<file path="src/hw/rtl/bracket_count_scanner_core_macros.svh">
// Assertion helpers shared by the RTL files.
`ifndef BRACKET_COUNT_SCANNER_CORE_MACROS_SVH
`define BRACKET_COUNT_SCANNER_CORE_MACROS_SVH

`ifndef SYNTH

// Same-cycle implication, checked outside reset
`define BCS_ASSERT_IMP(label, clk, rst, ante, cons) \
  label: assert property (@(posedge clk) disable iff (rst) (ante) |-> (cons)) \
    else $error("bcs assertion failed");

// Next-cycle implication, checked outside reset
`define BCS_ASSERT_NXT(label, clk, rst, ante, cons) \
  label: assert property (@(posedge clk) disable iff (rst) (ante) |=> (cons)) \
    else $error("bcs assertion failed");

`else

`define BCS_ASSERT_IMP(label, clk, rst, ante, cons)
`define BCS_ASSERT_NXT(label, clk, rst, ante, cons)

`endif

`endif

</file>
<file path="src/hw/rtl/bcs_pkg.sv">
`timescale 1ns / 1ps

package bcs_pkg;

  // Default bracket capacity and result count width
  localparam int unsigned SYMBOL_CAPACITY = 256;
  localparam int unsigned COUNT_W         = 9;
  localparam int unsigned NUM_KINDS       = 6;
  localparam int unsigned TDATA_OUT_W     = 64;

  // Characters the scanner reacts to
  localparam logic [7:0] CH_SLASH   = 8'h2F;
  localparam logic [7:0] CH_STAR    = 8'h2A;
  localparam logic [7:0] CH_DQUOTE  = 8'h22;
  localparam logic [7:0] CH_SQUOTE  = 8'h27;
  localparam logic [7:0] CH_NEWLINE = 8'h0A;
  localparam logic [7:0] CH_LCURLY  = 8'h7B;
  localparam logic [7:0] CH_RCURLY  = 8'h7D;
  localparam logic [7:0] CH_LSQUARE = 8'h5B;
  localparam logic [7:0] CH_RSQUARE = 8'h5D;
  localparam logic [7:0] CH_LROUND  = 8'h28;
  localparam logic [7:0] CH_RROUND  = 8'h29;

  // Scanner modes
  typedef enum logic [2:0] {
    SM_NORMAL      = 3'd0,
    SM_SLASH       = 3'd1,
    SM_LINE        = 3'd2,
    SM_BLOCK       = 3'd3,
    SM_BLOCK_STAR  = 3'd4,
    SM_STRING      = 3'd5,
    SM_LITERAL     = 3'd6,
    SM_LITERAL_END = 3'd7
  } scan_mode_t;

  // Which counter a byte bumps
  typedef enum logic [2:0] {
    BK_CURLY_OPEN   = 3'd0,
    BK_CURLY_CLOSE  = 3'd1,
    BK_SQUARE_OPEN  = 3'd2,
    BK_SQUARE_CLOSE = 3'd3,
    BK_ROUND_OPEN   = 3'd4,
    BK_ROUND_CLOSE  = 3'd5,
    BK_NONE         = 3'd6
  } bracket_t;

  // One result transaction
  typedef struct packed {
    logic               symbols_dropped;
    logic               round_match;
    logic               square_match;
    logic               curly_match;
    logic [COUNT_W-1:0] round_close_count;
    logic [COUNT_W-1:0] round_open_count;
    logic [COUNT_W-1:0] square_close_count;
    logic [COUNT_W-1:0] square_open_count;
    logic [COUNT_W-1:0] curly_close_count;
    logic [COUNT_W-1:0] curly_open_count;
  } scan_result_t;

  // Scanner status seen by the top level
  typedef struct packed {
    scan_mode_t mode;
    logic       cleared;
  } scan_stat_t;

endpackage

</file>
<file path="src/hw/rtl/bcs_scan.sv">
`timescale 1ns / 1ps

module bcs_scan import bcs_pkg::*; #(
  parameter int unsigned SymbolCapacity = SYMBOL_CAPACITY
) (
  input  logic         clk,
  input  logic         rst,
  input  logic         step,
  input  logic [7:0]   text_byte,
  input  logic         last_byte,
  output scan_result_t result,
  output scan_stat_t   stat
);

  localparam int unsigned CntW = $clog2(SymbolCapacity + 1);
  localparam logic [CntW-1:0] CapV = CntW'(SymbolCapacity);

  scan_mode_t     mode;
  scan_mode_t     mode_next;
  scan_mode_t     norm_next;
  bracket_t       norm_kind;
  bracket_t       kind;
  logic [CntW-1:0] totals      [NUM_KINDS];
  logic [CntW-1:0] totals_next [NUM_KINDS];
  logic [CntW-1:0] symbol_total;
  logic [CntW-1:0] symbol_total_next;
  logic            dropped_seen;
  logic            dropped_next;

  // Low count bits, zero-extended when the totals are narrower
  function automatic logic [COUNT_W-1:0] low_count(input logic [CntW-1:0] t);
    logic [CntW+COUNT_W-1:0] ext;
    ext = {{COUNT_W{1'b0}}, t};
    return ext[COUNT_W-1:0];
  endfunction

  // Normal-text decode of one byte
  always_comb begin
    norm_next = SM_NORMAL;
    norm_kind = BK_NONE;
    unique case (text_byte)
      CH_SLASH:   norm_next = SM_SLASH;
      CH_DQUOTE:  norm_next = SM_STRING;
      CH_SQUOTE:  norm_next = SM_LITERAL;
      CH_LCURLY:  norm_kind = BK_CURLY_OPEN;
      CH_RCURLY:  norm_kind = BK_CURLY_CLOSE;
      CH_LSQUARE: norm_kind = BK_SQUARE_OPEN;
      CH_RSQUARE: norm_kind = BK_SQUARE_CLOSE;
      CH_LROUND:  norm_kind = BK_ROUND_OPEN;
      CH_RROUND:  norm_kind = BK_ROUND_CLOSE;
      default:    norm_kind = BK_NONE;
    endcase
  end

  // Mode next state
  always_comb begin
    mode_next = mode;
    unique case (mode)
      SM_NORMAL: mode_next = norm_next;
      SM_SLASH: begin
        if (text_byte == CH_SLASH) mode_next = SM_LINE;
        else if (text_byte == CH_STAR) mode_next = SM_BLOCK;
        else mode_next = SM_NORMAL;
      end
      SM_LINE: begin
        if (text_byte == CH_NEWLINE) mode_next = SM_NORMAL;
      end
      SM_BLOCK: begin
        if (text_byte == CH_STAR) mode_next = SM_BLOCK_STAR;
      end
      SM_BLOCK_STAR: begin
        if (text_byte == CH_SLASH) mode_next = SM_NORMAL;
        else if (text_byte != CH_STAR) mode_next = SM_BLOCK;
      end
      SM_STRING: begin
        if (text_byte == CH_DQUOTE) mode_next = SM_NORMAL;
      end
      SM_LITERAL: begin
        if (text_byte == CH_SQUOTE) mode_next = SM_LITERAL_END;
      end
      SM_LITERAL_END: begin
        if (text_byte == CH_SQUOTE) mode_next = SM_NORMAL;
        else mode_next = norm_next;
      end
      default: mode_next = SM_NORMAL;
    endcase
  end

  // Mode outputs: brackets count only in normal text
  always_comb begin
    kind = BK_NONE;
    unique case (mode)
      SM_NORMAL:      kind = norm_kind;
      SM_LITERAL_END: kind = (text_byte == CH_SQUOTE) ? BK_NONE : norm_kind;
      default:        kind = BK_NONE;
    endcase
  end

  // Counter update with capacity check
  always_comb begin
    symbol_total_next = symbol_total;
    dropped_next      = dropped_seen;
    for (int k = 0; k < NUM_KINDS; k++) begin
      totals_next[k] = totals[k];
    end
    if (kind != BK_NONE) begin
      if (symbol_total < CapV) begin
        symbol_total_next = symbol_total + 1'b1;
        for (int k = 0; k < NUM_KINDS; k++) begin
          if (kind == bracket_t'(3'(k))) totals_next[k] = totals[k] + 1'b1;
        end
      end else begin
        dropped_next = 1'b1;
      end
    end
  end

  // State registers; a last byte clears everything after it is scanned
  always_ff @(posedge clk) begin
    if (rst || (step && last_byte)) begin
      mode         <= SM_NORMAL;
      symbol_total <= '0;
      dropped_seen <= 1'b0;
      for (int k = 0; k < NUM_KINDS; k++) totals[k] <= '0;
    end else if (step) begin
      mode         <= mode_next;
      symbol_total <= symbol_total_next;
      dropped_seen <= dropped_next;
      for (int k = 0; k < NUM_KINDS; k++) totals[k] <= totals_next[k];
    end
  end

  // Result from the updated totals
  always_comb begin
    result.curly_open_count   = low_count(totals_next[BK_CURLY_OPEN]);
    result.curly_close_count  = low_count(totals_next[BK_CURLY_CLOSE]);
    result.square_open_count  = low_count(totals_next[BK_SQUARE_OPEN]);
    result.square_close_count = low_count(totals_next[BK_SQUARE_CLOSE]);
    result.round_open_count   = low_count(totals_next[BK_ROUND_OPEN]);
    result.round_close_count  = low_count(totals_next[BK_ROUND_CLOSE]);
    result.curly_match  = (totals_next[BK_CURLY_OPEN] == totals_next[BK_CURLY_CLOSE]);
    result.square_match = (totals_next[BK_SQUARE_OPEN] == totals_next[BK_SQUARE_CLOSE]);
    result.round_match  = (totals_next[BK_ROUND_OPEN] == totals_next[BK_ROUND_CLOSE]);
    result.symbols_dropped = dropped_next;
  end

  assign stat.mode    = mode;
  assign stat.cleared = (symbol_total == '0) && !dropped_seen;

endmodule

</file>
<file path="src/hw/rtl/bcs_out.sv">
`timescale 1ns / 1ps

module bcs_out import bcs_pkg::*; (
  input  logic                   clk,
  input  logic                   rst,
  input  logic                   load,
  input  scan_result_t           result,
  input  logic                   m_axis_tready,
  output logic                   m_axis_tvalid,
  output logic [TDATA_OUT_W-1:0] m_axis_tdata
);

  localparam int unsigned ResW = $bits(scan_result_t);

  scan_result_t res_q;

  // Valid flag: set on load, dropped once the transaction is taken
  always_ff @(posedge clk) begin
    if (rst) begin
      m_axis_tvalid <= 1'b0;
    end else if (load) begin
      m_axis_tvalid <= 1'b1;
    end else if (m_axis_tready) begin
      m_axis_tvalid <= 1'b0;
    end
  end

  // Payload register
  always_ff @(posedge clk) begin
    if (load) begin
      res_q <= result;
    end
  end

  assign m_axis_tdata = {{(TDATA_OUT_W - ResW){1'b0}}, res_q};

endmodule

</file>
<file path="src/hw/rtl/bracket_count_scanner_core.sv">
`timescale 1ns / 1ps
// Channel   Dir  Payload                                     Handshake
// s_axis    in   tdata[7:0] text_byte, tlast last_byte       tvalid/tready
// m_axis    out  tdata[57:0] six counts, three matches, drop tvalid/tready
//
// One byte per cycle sustained unless a last byte stalls; a result reaches m_axis
// through the input register, then the scan logic into the result register.
// Reset (rst, synchronous) returns the scanner to normal text with zero counts.
// Only a last byte can stall: it waits in the input register while an earlier
// result is still held on m_axis, and the input side then deasserts tready.

module bracket_count_scanner_core import bcs_pkg::*; #(
  parameter int unsigned SymbolCapacity = SYMBOL_CAPACITY
) (
  input  logic                   clk,
  input  logic                   rst,
  // tdata: [7:0] text_byte
  input  logic [7:0]             s_axis_tdata,
  input  logic                   s_axis_tlast,
  input  logic                   s_axis_tvalid,
  output logic                   s_axis_tready,
  // tdata: [8:0] curly_open_count, [17:9] curly_close_count,
  //   [26:18] square_open_count, [35:27] square_close_count,
  //   [44:36] round_open_count, [53:45] round_close_count,
  //   [54] curly_match, [55] square_match, [56] round_match,
  //   [57] symbols_dropped, [63:58] zero
  output logic [TDATA_OUT_W-1:0] m_axis_tdata,
  output logic                   m_axis_tvalid,
  input  logic                   m_axis_tready
);

  `include "bracket_count_scanner_core_macros.svh"

  logic         in_valid;
  logic [7:0]   in_byte;
  logic         in_last;
  logic         advance;
  logic         last_step;
  scan_result_t result;
  scan_stat_t   stat;

  // A held byte moves on unless it is a last byte and the result slot is busy
  assign advance       = in_valid && (!in_last || !m_axis_tvalid || m_axis_tready);
  assign s_axis_tready = !in_valid || advance;
  assign last_step     = advance && in_last;

  // Input register
  always_ff @(posedge clk) begin
    if (rst) begin
      in_valid <= 1'b0;
    end else if (s_axis_tready) begin
      in_valid <= s_axis_tvalid;
    end
  end

  always_ff @(posedge clk) begin
    if (s_axis_tvalid && s_axis_tready) begin
      in_byte <= s_axis_tdata;
      in_last <= s_axis_tlast;
    end
  end

  bcs_scan #(
    .SymbolCapacity(SymbolCapacity)
  ) u_scan (
    .clk       (clk),
    .rst       (rst),
    .step      (advance),
    .text_byte (in_byte),
    .last_byte (in_last),
    .result    (result),
    .stat      (stat)
  );

  bcs_out u_out (
    .clk           (clk),
    .rst           (rst),
    .load          (last_step),
    .result        (result),
    .m_axis_tready (m_axis_tready),
    .m_axis_tvalid (m_axis_tvalid),
    .m_axis_tdata  (m_axis_tdata)
  );

  // A scanned last byte always leaves a result behind
  `BCS_ASSERT_NXT(a_last_gives_result, clk, rst, last_step, m_axis_tvalid)
  // After a last byte the scanner is back in normal text with nothing counted
  `BCS_ASSERT_NXT(a_last_clears, clk, rst, last_step, stat.mode == SM_NORMAL && stat.cleared)
  // Input stalls only for a last byte blocked by a waiting result
  `BCS_ASSERT_IMP(a_stall_cause, clk, rst, !s_axis_tready,
                  in_valid && in_last && m_axis_tvalid && !m_axis_tready)

endmodule
</file>
<file path="config.mk">
export PLATFORM = sky130hd
export DESIGN_NAME = bracket_count_scanner_core
export DESIGN_NICKNAME = d
export VERILOG_FILES = /design/src/hw/rtl/bcs_pkg.sv /design/src/hw/rtl/bcs_scan.sv /design/src/hw/rtl/bcs_out.sv /design/src/hw/rtl/bracket_count_scanner_core.sv
export VERILOG_INCLUDE_DIRS = /design/src /design/src/hw/rtl
export SDC_FILE = /design/constraint.sdc
export NUM_CORES = 1
export LEC_CHECK = 0
export BUFFER_PORTS_ARGS = -buffer_cell sky130_fd_sc_hd__buf_2
export CORE_MARGIN = 2
export CORE_UTILIZATION = 62
export CTS_CLUSTER_DIAMETER = 100
export DETAILED_ROUTE_END_ITERATION = 10
export PLACE_DENSITY_LB_ADDON = 0.15
export SLEW_MARGIN = 0
export SYNTH_ARGS = -nofsm -noshare
export SYNTH_HDL_FRONTEND = slang
export SYNTH_HIERARCHICAL = 1
export SYNTH_SLANG_ARGS = --single-unit
export TNS_END_PERCENT = 5
</file>
<file path="constraint.sdc">
create_clock -name clk -period 8.9 [get_ports clk]
set_input_delay 0.445 -clock clk [delete_from_list [all_inputs] [get_ports clk]]
set_output_delay 0.445 -clock clk [all_outputs]
set_load 0.02 [all_outputs]
</file>
After elaboration in Yosys (flattened, before gate mapping)
Memories as Yosys holds them, arrays and structs flattened.
Cells that the tools add are included.

word-level totals
  bits of input ports = 13
  memories = 1
  memory bits (writable) = 54
  register bits after elaboration = 82

operators by class
  $add $sub $neg = 7
  bitwise logic cells = 6
  $lt $le $gt $ge = 1
  equal/unequal tests = 33
  reductions and logical operators = 15
  mux-type cells = 37

memory list
  name           words  bits a word  read ports  clocked after memory_dff  write ports  line            text
  u_scan.totals  6      9            6           0                         6            bcs_scan.sv:23  logic [CntW-1:0] totals [NUM_KINDS];

operators by type and width
  kind                                               number
  two-way mux 54 bit                                 2
  two-way mux 9 bit                                  12
  adder 9 x 1 -> 9 bit, second input constant        7
  == test 8 x 6 -> 1 bit, second input constant      6
  == test 8 x 7 -> 1 bit, second input constant      4
  == test 9 bit                                      3
  two-way mux 3 bit                                  9
  case mux 3 bit (8 select lines)                    1
  == test 3 bit, second input constant               6
  case mux 3 bit (6 select lines)                    1
  == test 3 x 2 -> 1 bit, second input constant      4
  less-than comparator 9 bit, second input constant  1
  two-way mux 1 bit                                  9
  case mux 3 bit (3 select lines)                    1
  == test 8 x 4 -> 1 bit, second input constant      1
  != test 2 x 1 -> 1 bit, second input constant      4
  != test 8 x 6 -> 1 bit, second input constant      1
  == test 3 x 1 -> 1 bit, second input constant      2
  logical NOT 3 bit                                  2
  bitwise OR 1 bit                                   6
  case mux 3 bit (2 select lines)                    1
  AND reduction 6 bit                                1
  logical OR 1 bit                                   4
  logical AND 1 bit                                  3
  6 further kinds                                    8

Logic depth before layout (Yosys ltp)
Gate-level depths: netlist of run 1.

  depth after elaboration = 9
  gate-level depth with buffers = 9
  mapped depth without buffers = 8

Cells and area by module
The synthesis of run 1 kept the hierarchy.

by module, submodules not included
  module                      cells an instance  sequential area each (um2)  instances  area an instance (um2)
  bcs_scan                    545                1881.8                      1          5176.2
  bcs_out                     69                 1761.7                      1          1829.3
  bracket_count_scanner_core  18                 290.3                       1          350.3

Worst setup path before layout of run 1
OpenSTA, ideal clock, no wires.

  path type = reg2reg
  start = reg u_out.m_axis_tvalid
  end = reg u_out.res_q, in the netlist u_out/m_axis_tdata[0], enable pin
  period minus slack after synthesis = 3.513 ns
  library setup time = 0.476 ns
  arrival time = 3.037 ns
  cell stages (with the launch flop) = 3
  buffers on the path = 0
  setup slack = 5.387 ns
  path through = dfxtp_1 nor2b_1 nor2_1

on the way
  longest elaborated chain between the ends = 5

ends and longest elaborated chain
  item                           line                              text
  start, declared                bcs_out.sv:9                      output logic m_axis_tvalid,
  start signal, assigned         bcs_out.sv:20                     m_axis_tvalid <= 1'b0;
  start signal, assigned         bcs_out.sv:22                     m_axis_tvalid <= 1'b1;
  start signal, assigned         bcs_out.sv:24                     m_axis_tvalid <= 1'b0;
  logical NOT 1 bit              bracket_count_scanner_core.sv:43  assign advance = in_valid && (!in_last || !m_axis_tvalid || m_axis_tready);
  logical OR 1 bit (2 in a row)  bracket_count_scanner_core.sv:43
  logical AND 1 bit              bracket_count_scanner_core.sv:43
  logical AND 1 bit              bracket_count_scanner_core.sv:45  assign last_step = advance && in_last;
  net last_step                  bracket_count_scanner_core.sv:38  logic last_step;
  end signal, assigned           bcs_out.sv:31                     res_q <= result;
  end, declared                  bcs_out.sv:15                     scan_result_t res_q;

The timed path passes the listed nets, and every way through them passes these cells.
A chain may end at the register's enable or synchronous reset.

==> impl_metrics.csv, run 1 <==
group,metric,value,unit
outcome,status,"completed",
cts,clk_path_buf_depth,2,
final_layout,drive_gt1_share,18.6,%
worst_setup_path,setup.worst_path.start_class,"flop",
placement,place.gp.congestion,0.891,
cts,cts_tree,"built",
worst_setup_path,path_buf_inv,0,
final_layout,syn2layout_area_growth,14.2,%
cts,h-tree-depth,4,
worst_setup_path,cp_top_family,"simple AND/OR/NAND/NOR gates",
final_layout,multi_input_area,3140,um2
cts,numClockSinks,136,
pwr,max-vdd-ir-drop,0.179,mV
floorplan,die_y,113,um
routing,drtIter0Drc,433,
routing,drt_wl_total,15400,um
cts,cts_resized,0,
yosys,yosysWarnings,6,
timing,hold_violations,0,
timing,slew_headroom,40.9,%
placement,io_buffers,72,
final_layout,layoutNonFillerInstCount,857,
floorplan,initial_core_util,64.0,%
yosys,synth_cells,629,
worst_setup_path,crit_chain,"or4b_1 > a2111oi_2 > nand4_1 > nor4b_1 > or3_1 > nand4b_1 > nor4_1",
floorplan,dieArea,12700,um2
worst_setup_path,worstPathRequired,9130,ps
routing,num_vias,5226,
worst_setup_path,cp_slowest_cell,"or4b_1",
worst_setup_path,worst_ep_arrival_time,3510,ps
placement,dpl.hpwl,10500,um
routing,ant_nets,0,
floorplan,fp.dieW,113,um
cts,cts_root_buf,"clkbuf_16",
timing,setup_tns,0,ps
global_route,grt_start_max_net_pins,60,
timing,worst_pin_slew,887,ps
routing,post_drt_wl_per_cell,17.9,um
placement,dp.cells,825,
timing,final_max_slew_viol_count,0,
final_layout,layout.nets,722,
final_layout,fillCellCount,753,
routing,firstDrtPassIters,7,
cts,cts-hold-fix-buffers,0,
cts,postCtsSetupBuffers,0,
global_route,grt.total_usage,24.6,%
pwr,power_density,192,nW/um2
routing,drcViolationCount,0,
yosys,syn_area_per_cell,11.7,um2
floorplan,io_pins,79,
worst_setup_path,critPathKind,"flop to flop",
floorplan,num_rows,39,
timing,hold-worst-slack,189,ps
hold_path,hp-class,"primary input to flop",
cts,clk_latency,430,ps
worst_setup_path,slowest_delay,720,ps
global_route,grt_pass1_wl,24500,um
global_route,antenna_found_initial,0,
final_layout,antenna_cells,0,
pwr,power,1610,uW
final_layout,regArea,3930,um2
timing,period_needed,3280,ps
worst_setup_path,cp-end-kind,"flop",
floorplan,core,11500,um2
timing,rsz0062_at_grt,"no",
worst_setup_path,critPathMaxFanout,12,
timing,finClkSkew,19.3,ps
pwr,p_leak,0.00321,uW
yosys,synthesis.area,7340,um2
timing,max_clock_freq,305,MHz
timing,fin_crit_sh,36.9,%
routing,vias_per_cell,6.10,
global_route,grt_pass1_vias,5034,
timing,setup_violations,0,
cts,path_clk_slew,60,ps
global_route,grt.overflow.total,0,
job,drv_cap,0,
cts,cts_buffers,17,
-- through the flow --
| stage | worst slack [ps] | utilization, % | area (um2) |
|---|---|---|---|
| floorplan | 5390 | - | 7350 |
| global placement | 5820 | 67.8 | 7770 |
| detailed placement | 5760 | 67.8 | 7770 |
| CTS | 5650 | 73.1 | 8380 |
| global route | 5460 | 73.1 | 8380 |
| finish | 5620 | 73.1 | 8380 |
-- registers in the layout, indices dropped and copies added (netlist names) --
signal and cells:
u_out/m_axis_tdata 58, u_scan/dropped_seen 1, in_valid 1, in_byte 8
u_scan/mode 3, in_last 1, u_scan/symbol_total 9, u_out/m_axis_tvalid 1
u_scan/totals 54
-- placed cells by master (no fill, tap or decap), types with 13 or more instances in the layout --
cell / n
clkbuf_16: 17
nor2_1: 42
a21oi_1: 23
and3_1: 14
inv_1: 37
dfxtp_1: 15
nor4_1: 13
xnor2_1: 35
nand3_1: 25
edfxtp_1: 121
xor2_1: 24
nand4_1: 15
nor3_1: 15
nor2b_1: 35
nand2_1: 40
buf_2: 72
-- layer usage --
layer | global-route usage [%] | vias up | part of all wire (%)
li1 | - | 2468 | -
met1 | 32.8 | 2542 | 44
met2 | 39.4 | 196 | 49
met3 | 5.78 | 20 | 5.9
met4 | 9.51 | 0 | 1.5
met5 | 0 | - | 0
-- where the power goes --
| group | switching (uW) | internal [uW] | total, uW |
|---|---|---|---|
| clock network | 258 | 465 | 723 |
| logic | 79.1 | 52.5 | 132 |
| registers | 28.1 | 727 | 755 |
| total | 365 | 1240 | 1610 |
-- path summary, 6_finish.rpt --
kind / from / endpoint / slack, ps / cells past startpoint
worst max register to register: in_byte[2] / u_out/m_axis_tdata[56] / 5620 / 7
worst max-delay path: in_byte[2] / u_out/m_axis_tdata[56] / 5620 / 7
worst min register to register: u_scan/symbol_total[6] / u_scan/symbol_total[6] / 520 / 2
worst min-delay path: s_axis_tdata[6] / in_byte[6] / 190 / 1
-- layout make-up --
| class | count | share of cell area (%) |
|---|---|---|
| clock buffers | 18 | 5.12 |
| flip-flops and latches | 136 | 46.9 |
| repair buffers | 75 | 4.57 |
| inverters | 37 | 1.66 |
| multi-input cells | 434 | 37.4 |
| clock inverters | 14 | 2.15 |
| well taps | 143 | 2.14 |
Power figures use the tool's default switching activity.
==> run 2, diff against run 1 <==
--- a/config.mk
+++ b/config.mk
@@ -6,9 +6,10 @@
 export SDC_FILE = /design/constraint.sdc
 export NUM_CORES = 1
 export LEC_CHECK = 0
+export ABC_AREA = 1
 export BUFFER_PORTS_ARGS = -buffer_cell sky130_fd_sc_hd__buf_2
 export CORE_MARGIN = 2
-export CORE_UTILIZATION = 62
+export CORE_UTILIZATION = 60
 export CTS_CLUSTER_DIAMETER = 100
 export DETAILED_ROUTE_END_ITERATION = 10
 export PLACE_DENSITY_LB_ADDON = 0.15
==> constraint.sdc (replaced) <==
create_clock -name clk -period 3.4 [get_ports clk]
set_input_delay 0.17 -clock clk [delete_from_list [all_inputs] [get_ports clk]]
set_output_delay 0.17 -clock clk [all_outputs]
set_load 0.02 [all_outputs]
==> impl_metrics.csv, run 2 <==
group,metric,value,unit
outcome,status,"completed",
worst_setup_path,r2r-start,"in_byte[4]",
yosys,synth_cells,956,
timing,rsz0062_at_grt,"no",
placement,dp.cells,1192,
timing,hold-worst-slack,23.1,ps
cts,path_clk_slew,60,ps
pwr,p_sw,1020,uW
placement,io_buffers,72,
cts,clk_path_buf_depth,2,
final_layout,syn2layout_area_growth,16.1,%
final_layout,layout_common_cells,"nand2_1, nor2_1, edfxtp_1",
timing,max_clock_freq,353,MHz
timing,setup_tns,0,ps
routing,ant_nets,0,
worst_setup_path,crit_chain,"inv_1 > nand2_1 > nor2_4 > nand3_1 > nand2_4 > nand3_4 > nor2_1 > nand2_1 > xor2_1 > xor2_1 > nand3_1 > nor2_1",
pwr,p_seq_share,46.9,%
worst_setup_path,r2r_slack,560,ps
pwr,p_clk_share,42.7,%
pwr,p_leak,0.00408,uW
routing,firstDrtPassIters,5,
cts,clk_latency,420,ps
final_layout,drive_gt1_share,15.1,%
global_route,grt_pass1_vias,5754,
routing,drt_wl_total,15900,um
job,drv_cap,0,
routing,vias_per_cell,5.11,
routing,num_vias,6311,
final_layout,layoutNonFillerInstCount,1235,
floorplan,num_rows,41,
timing,setup_violations,0,
routing,routed-wl-met2,7570,um
timing,fin_crit_sh,83.4,%
worst_setup_path,critPathMaxFanout,11,
worst_setup_path,critPathKind,"flop to flop",
cts,numClockSinks,136,
worst_setup_path,cp-end-kind,"flop",
worst_setup_path,cp_top_family,"simple AND/OR/NAND/NOR gates",
timing,slew_headroom,46.6,%
worst_setup_path,crit_start,"in_byte[4]",
worst_setup_path,slowest_delay,630,ps
pwr,combPwrFrac,10.4,%
final_layout,layout_commonest_cell,"nand2_1",
worst_setup_path,worstPathRequired,3690,ps
floorplan,initial_core_util,61.5,%
routing,wl_met1,7320,um
pwr,power_density,467,nW/um2
pwr,switching_share,24.2,%
timing,worst_slack,565,ps
routing,post_drt_wl_per_cell,12.9,um
timing,hold_violations,0,
final_layout,antenna_cells,0,
timing,final_max_slew_viol_count,0,
worst_setup_path,worst_ep_arrival_time,3130,ps
global_route,grt_pass1_wl,26600,um
cts,cts_buffers,17,
cts,h-tree-depth,4,
routing,drtIter0Drc,500,
placement,dpl_worst_slack,565,ps
final_layout,final_util,71.4,%
placement,place.gp.congestion,0.892,
worst_setup_path,setup.worst_path.start_class,"flop",
cts,cts_resized,0,
yosys,synthesis.area,7760,um2
cts,postCtsSetupBuffers,0,
floorplan,io_pins,79,
global_route,grt.overflow.total,0,
worst_setup_path,cp_slowest_cell,"nor2_1",
cts,cts_tree,"built",
placement,dpl.hpwl,11300,um
routing,top_layer,"met4",
worst_setup_path,path_buf_inv,1,
global_route,grt.total_usage,24.1,%
global_route,grt_start_max_net_pins,55,
hold_path,min_from,"m_axis_tready",
pwr,max-vdd-ir-drop,0.270,mV
global_route,antenna_found_initial,0,
final_layout,layout.nets,1071,
yosys,syn_area_per_cell,8.12,um2
floorplan,core,12600,um2
routing,wl_met3,715,um
floorplan,die_y,118,um
final_layout,largest_register_ffs,58,
yosys,yosysWarnings,6,
timing,worst_pin_slew,798,ps
pwr,p_int,3190,uW
cts,cts_root_buf,"clkbuf_16",
floorplan,fp.dieW,118,um
routing,drcViolationCount,0,
timing,finClkSkew,7.44,ps
hold_path,hp-class,"primary input to flop",
floorplan,dieArea,13900,um2
timing,period_needed,2840,ps
cts,cts-hold-fix-buffers,11,
==> run 2: worst min-delay path: stages <==
cell and delay (ps):
buf_2 90, inv_1 30, nand2_1 60, a21oi_2 50
==> run 2: cell type report <==
cell class / instances / area [um2]
clock buffer: 21 / 440
clock inverter: 11 / 130
fill: 999 / 3610
inverter: 135 / 508
multi-input combinational: 669 / 3240
sequential: 136 / 3930
tap: 172 / 215
timing repair buffer: 91 / 543
==> run 2: per-layer routing <==
metal  vias to the layer above  track usage, %
met4                         0            10.0
met5                         -               0
met1                      2875            31.5
met3                        27            4.46
met2                       159            39.8
li1                       3250               -
==> run 2: per-stage QoR <==
step | total power [uW] | area (um2)
after floorplan | 2320 | 7790
after global placement | 2420 | 8330
after detailed placement | 2430 | 8330
after CTS | 4230 | 9010
after global routing | 4360 | 9010
final | 4210 | 9010
==> run 2: final timing paths <==
path,endpoint,depth (start not counted)
hold reg to reg,u_scan/symbol_total[2],2
hold / removal,u_out/m_axis_tvalid,4
setup / recovery,u_out/m_axis_tdata[56],12
setup reg to reg,u_out/m_axis_tdata[56],12
==> run 2: power by group through the flow <==
stage | clock network, uW | registers [uW] | logic, uW
6_report | 1800 | 1970 | 438
5_1_grt | 1880 | 1980 | 492
4_1_cts | 1820 | 1970 | 436
3_5_place_dp | 0 | 2000 | 424
3_3_place_gp | 0 | 2000 | 416
2_1_floorplan | 0 | 2020 | 293
==> run 3, diff against run 2 <==
==> constraint.sdc (replaced) <==
create_clock -name clk -period 2.8 [get_ports clk]
set_input_delay 0.14 -clock clk [delete_from_list [all_inputs] [get_ports clk]]
set_output_delay 0.14 -clock clk [all_outputs]
set_load 0.02 [all_outputs]
==> impl_metrics.csv, run 3 (same netlist as run 2, synthesis figures left out) <==
group,metric,value,unit
placement,dp.cells,1195,
timing,fin_crit_sh,91.7,%
placement,place.gp.congestion,0.909,
global_route,use_met2,44.1,%
routing,drcViolationCount,0,
job,drv_cap,0,
worst_setup_path,r2r-start,"in_byte[4]",
worst_setup_path,crit_start,"in_byte[4]",
routing,post_drt_wl_per_cell,13.6,um
cts,cts_root_buf,"clkbuf_16",
cts,cts_buffers,17,
worst_setup_path,crit_chain,"inv_1 > nand2_1 > nor2_4 > nand3_1 > nand2_4 > nand2_4 > nor2_2 > nand2_1 > nor2_2 > nand3_1 > nand2_1 > nand2_1 > nand2_1 > nor2_1 > nand2_1 > nor2_1",
timing,worst_pin_slew,683,ps
pwr,power_density,608,nW/um2
floorplan,num_rows,41,
cts,clk_path_buf_depth,2,
floorplan,initial_core_util,61.5,%
cts,path_clk_slew,60,ps
worst_setup_path,r2r_cells,16,
cts,clk_latency,430,ps
cts,cts_tree,"built",
final_layout,regArea,3930,um2
timing,final_max_slew_viol_count,0,
worst_setup_path,critPathMaxFanout,10,
pwr,max-vdd-ir-drop,0.434,mV
global_route,antenna_found_initial,0,
timing,rsz0062_at_grt,"yes",
final_layout,antenna_cells,0,
routing,num_vias,6316,
final_layout,drive_gt1_share,16.1,%
hold_path,min_from,"m_axis_tready",
routing,drt_wl_total,16900,um
final_layout,syn2layout_area_growth,18.2,%
global_route,grt_pass1_wl,27700,um
final_layout,layout_common_cells,"nand2_1, edfxtp_1, nor2_1",
global_route,use_met1,31.2,%
routing,firstDrtPassIters,5,
final_layout,multi_input_area,3250,um2
hold_path,min_path_cells,4,
worst_setup_path,slowest_delay,400,ps
timing,slew_headroom,54.3,%
final_layout,fillCellCount,957,
routing,vias_per_cell,5.10,
pwr,power,5580,uW
hold_path,hp-class,"primary input to flop",
timing,setup_violations,0,
placement,dpl.hpwl,11600,um
placement,io_buffers,72,
floorplan,dieArea,13900,um2
floorplan,core,12600,um2
worst_setup_path,crit_path_frequent_cell,"nand2_1",
final_layout,largest_register_ffs,58,
worst_setup_path,cp_slowest_cell,"edfxtp_1",
pwr,p_leak,0.00416,uW
floorplan,die_y,118,um
worst_setup_path,path_buf_inv,1,
worst_setup_path,critPathKind,"flop to flop",
worst_setup_path,cp-end-kind,"flop",
cts,h-tree-depth,4,
routing,drtIter0Drc,432,
global_route,gr-usage-met3,5.57,%
timing,finClkSkew,9.03,ps
worst_setup_path,setup.worst_path.start_class,"flop",
floorplan,io_pins,79,
final_layout,layoutNonFillerInstCount,1239,
outcome,status,"completed",
worst_setup_path,worst_ep_arrival_time,2760,ps
cts,numClockSinks,136,
worst_setup_path,cp_top_family,"simple AND/OR/NAND/NOR gates",
global_route,grt_pass1_vias,5919,
timing,hold_violations,0,
global_route,busiest_layer,"met2",
worst_setup_path,worstPathRequired,2990,ps
global_route,grt.overflow.total,0,
routing,ant_nets,0,
global_route,grt_start_max_net_pins,50,
timing,period_needed,2570,ps
final_layout,layout_commonest_cell,"nand2_1",
global_route,grt.total_usage,25.3,%
worst_setup_path,cp.depth,16,
timing,max_clock_freq,389,MHz
floorplan,fp.dieW,118,um
final_layout,layout.nets,1075,
[run 3: changes by cell type in the layout (fill, tap and decap cells not counted), moves of 3 or more]
cell / previous run / this run
buf_4: 7 / 10
bufinv_16: 3 / 7
clkbuf_1: 4 / 1
clkinv_2: 5 / 2
nor2_1: 123 / 120
nor2_2: 6 / 9
[run 3: report_power, final]
group	leakage, uW	switching (uW)	internal [uW]
clock	0.000338	841	1810
sequential	0.00134	75.1	2320
combinational	0.00248	368	171
[run 3: final timing paths]
check	to	slack, ps
max	u_out/m_axis_tdata[54]	230
min	in_valid	80
max reg2reg	u_out/m_axis_tdata[54]	230
min reg2reg	u_scan/symbol_total[2]	480
[run 3: worst min-delay path, delay by kind of cell]
kind / cells / cell delay (ps)
buffers and inverters: 2 / 170
AO/OA/AOI/OAI: 1 / 50
AND/OR/NAND/NOR: 1 / 100
[run 3: repair_timing]
action,in CTS,in global routing
endpoints found under the setup margin,0,4
endpoints found under the hold margin,11,0
buffers inserted,0,0
hold buffers,12,0
gates resized for setup,0,4
[run 3: final cells by class]
class,instances,share of cell area [%]
clock buffer,20,4.97
inverter,135,5.53
tap,172,2.34
clock inverter,12,2.66
multi-input combinational,669,35.4
sequential,136,42.9
timing repair buffer,95,6.27
[run 3: routing by layer]
| metal | wire [um] | vias to the layer above |
|---|---|---|
| met5 | 0 | - |
| met4 | 236 | 0 |
| met3 | 753 | 22 |
| met2 | 8360 | 157 |
| met1 | 7500 | 2871 |
| li1 | - | 3266 |
[run 3: stage by stage]
stage	setup TNS [ps]	utilization (%)	setup slack, ps	area (um2)	hold WS [ps]
floorplan	0	-	59.7	7790	202
global placement	0	66.2	289	8350	317
detailed placement	0	66.2	229	8350	319
CTS	0	72.7	200	9170	63.6
global route	-20.9	72.7	-20.9	9180	85.3
finish	0	72.7	232	9180	76.5
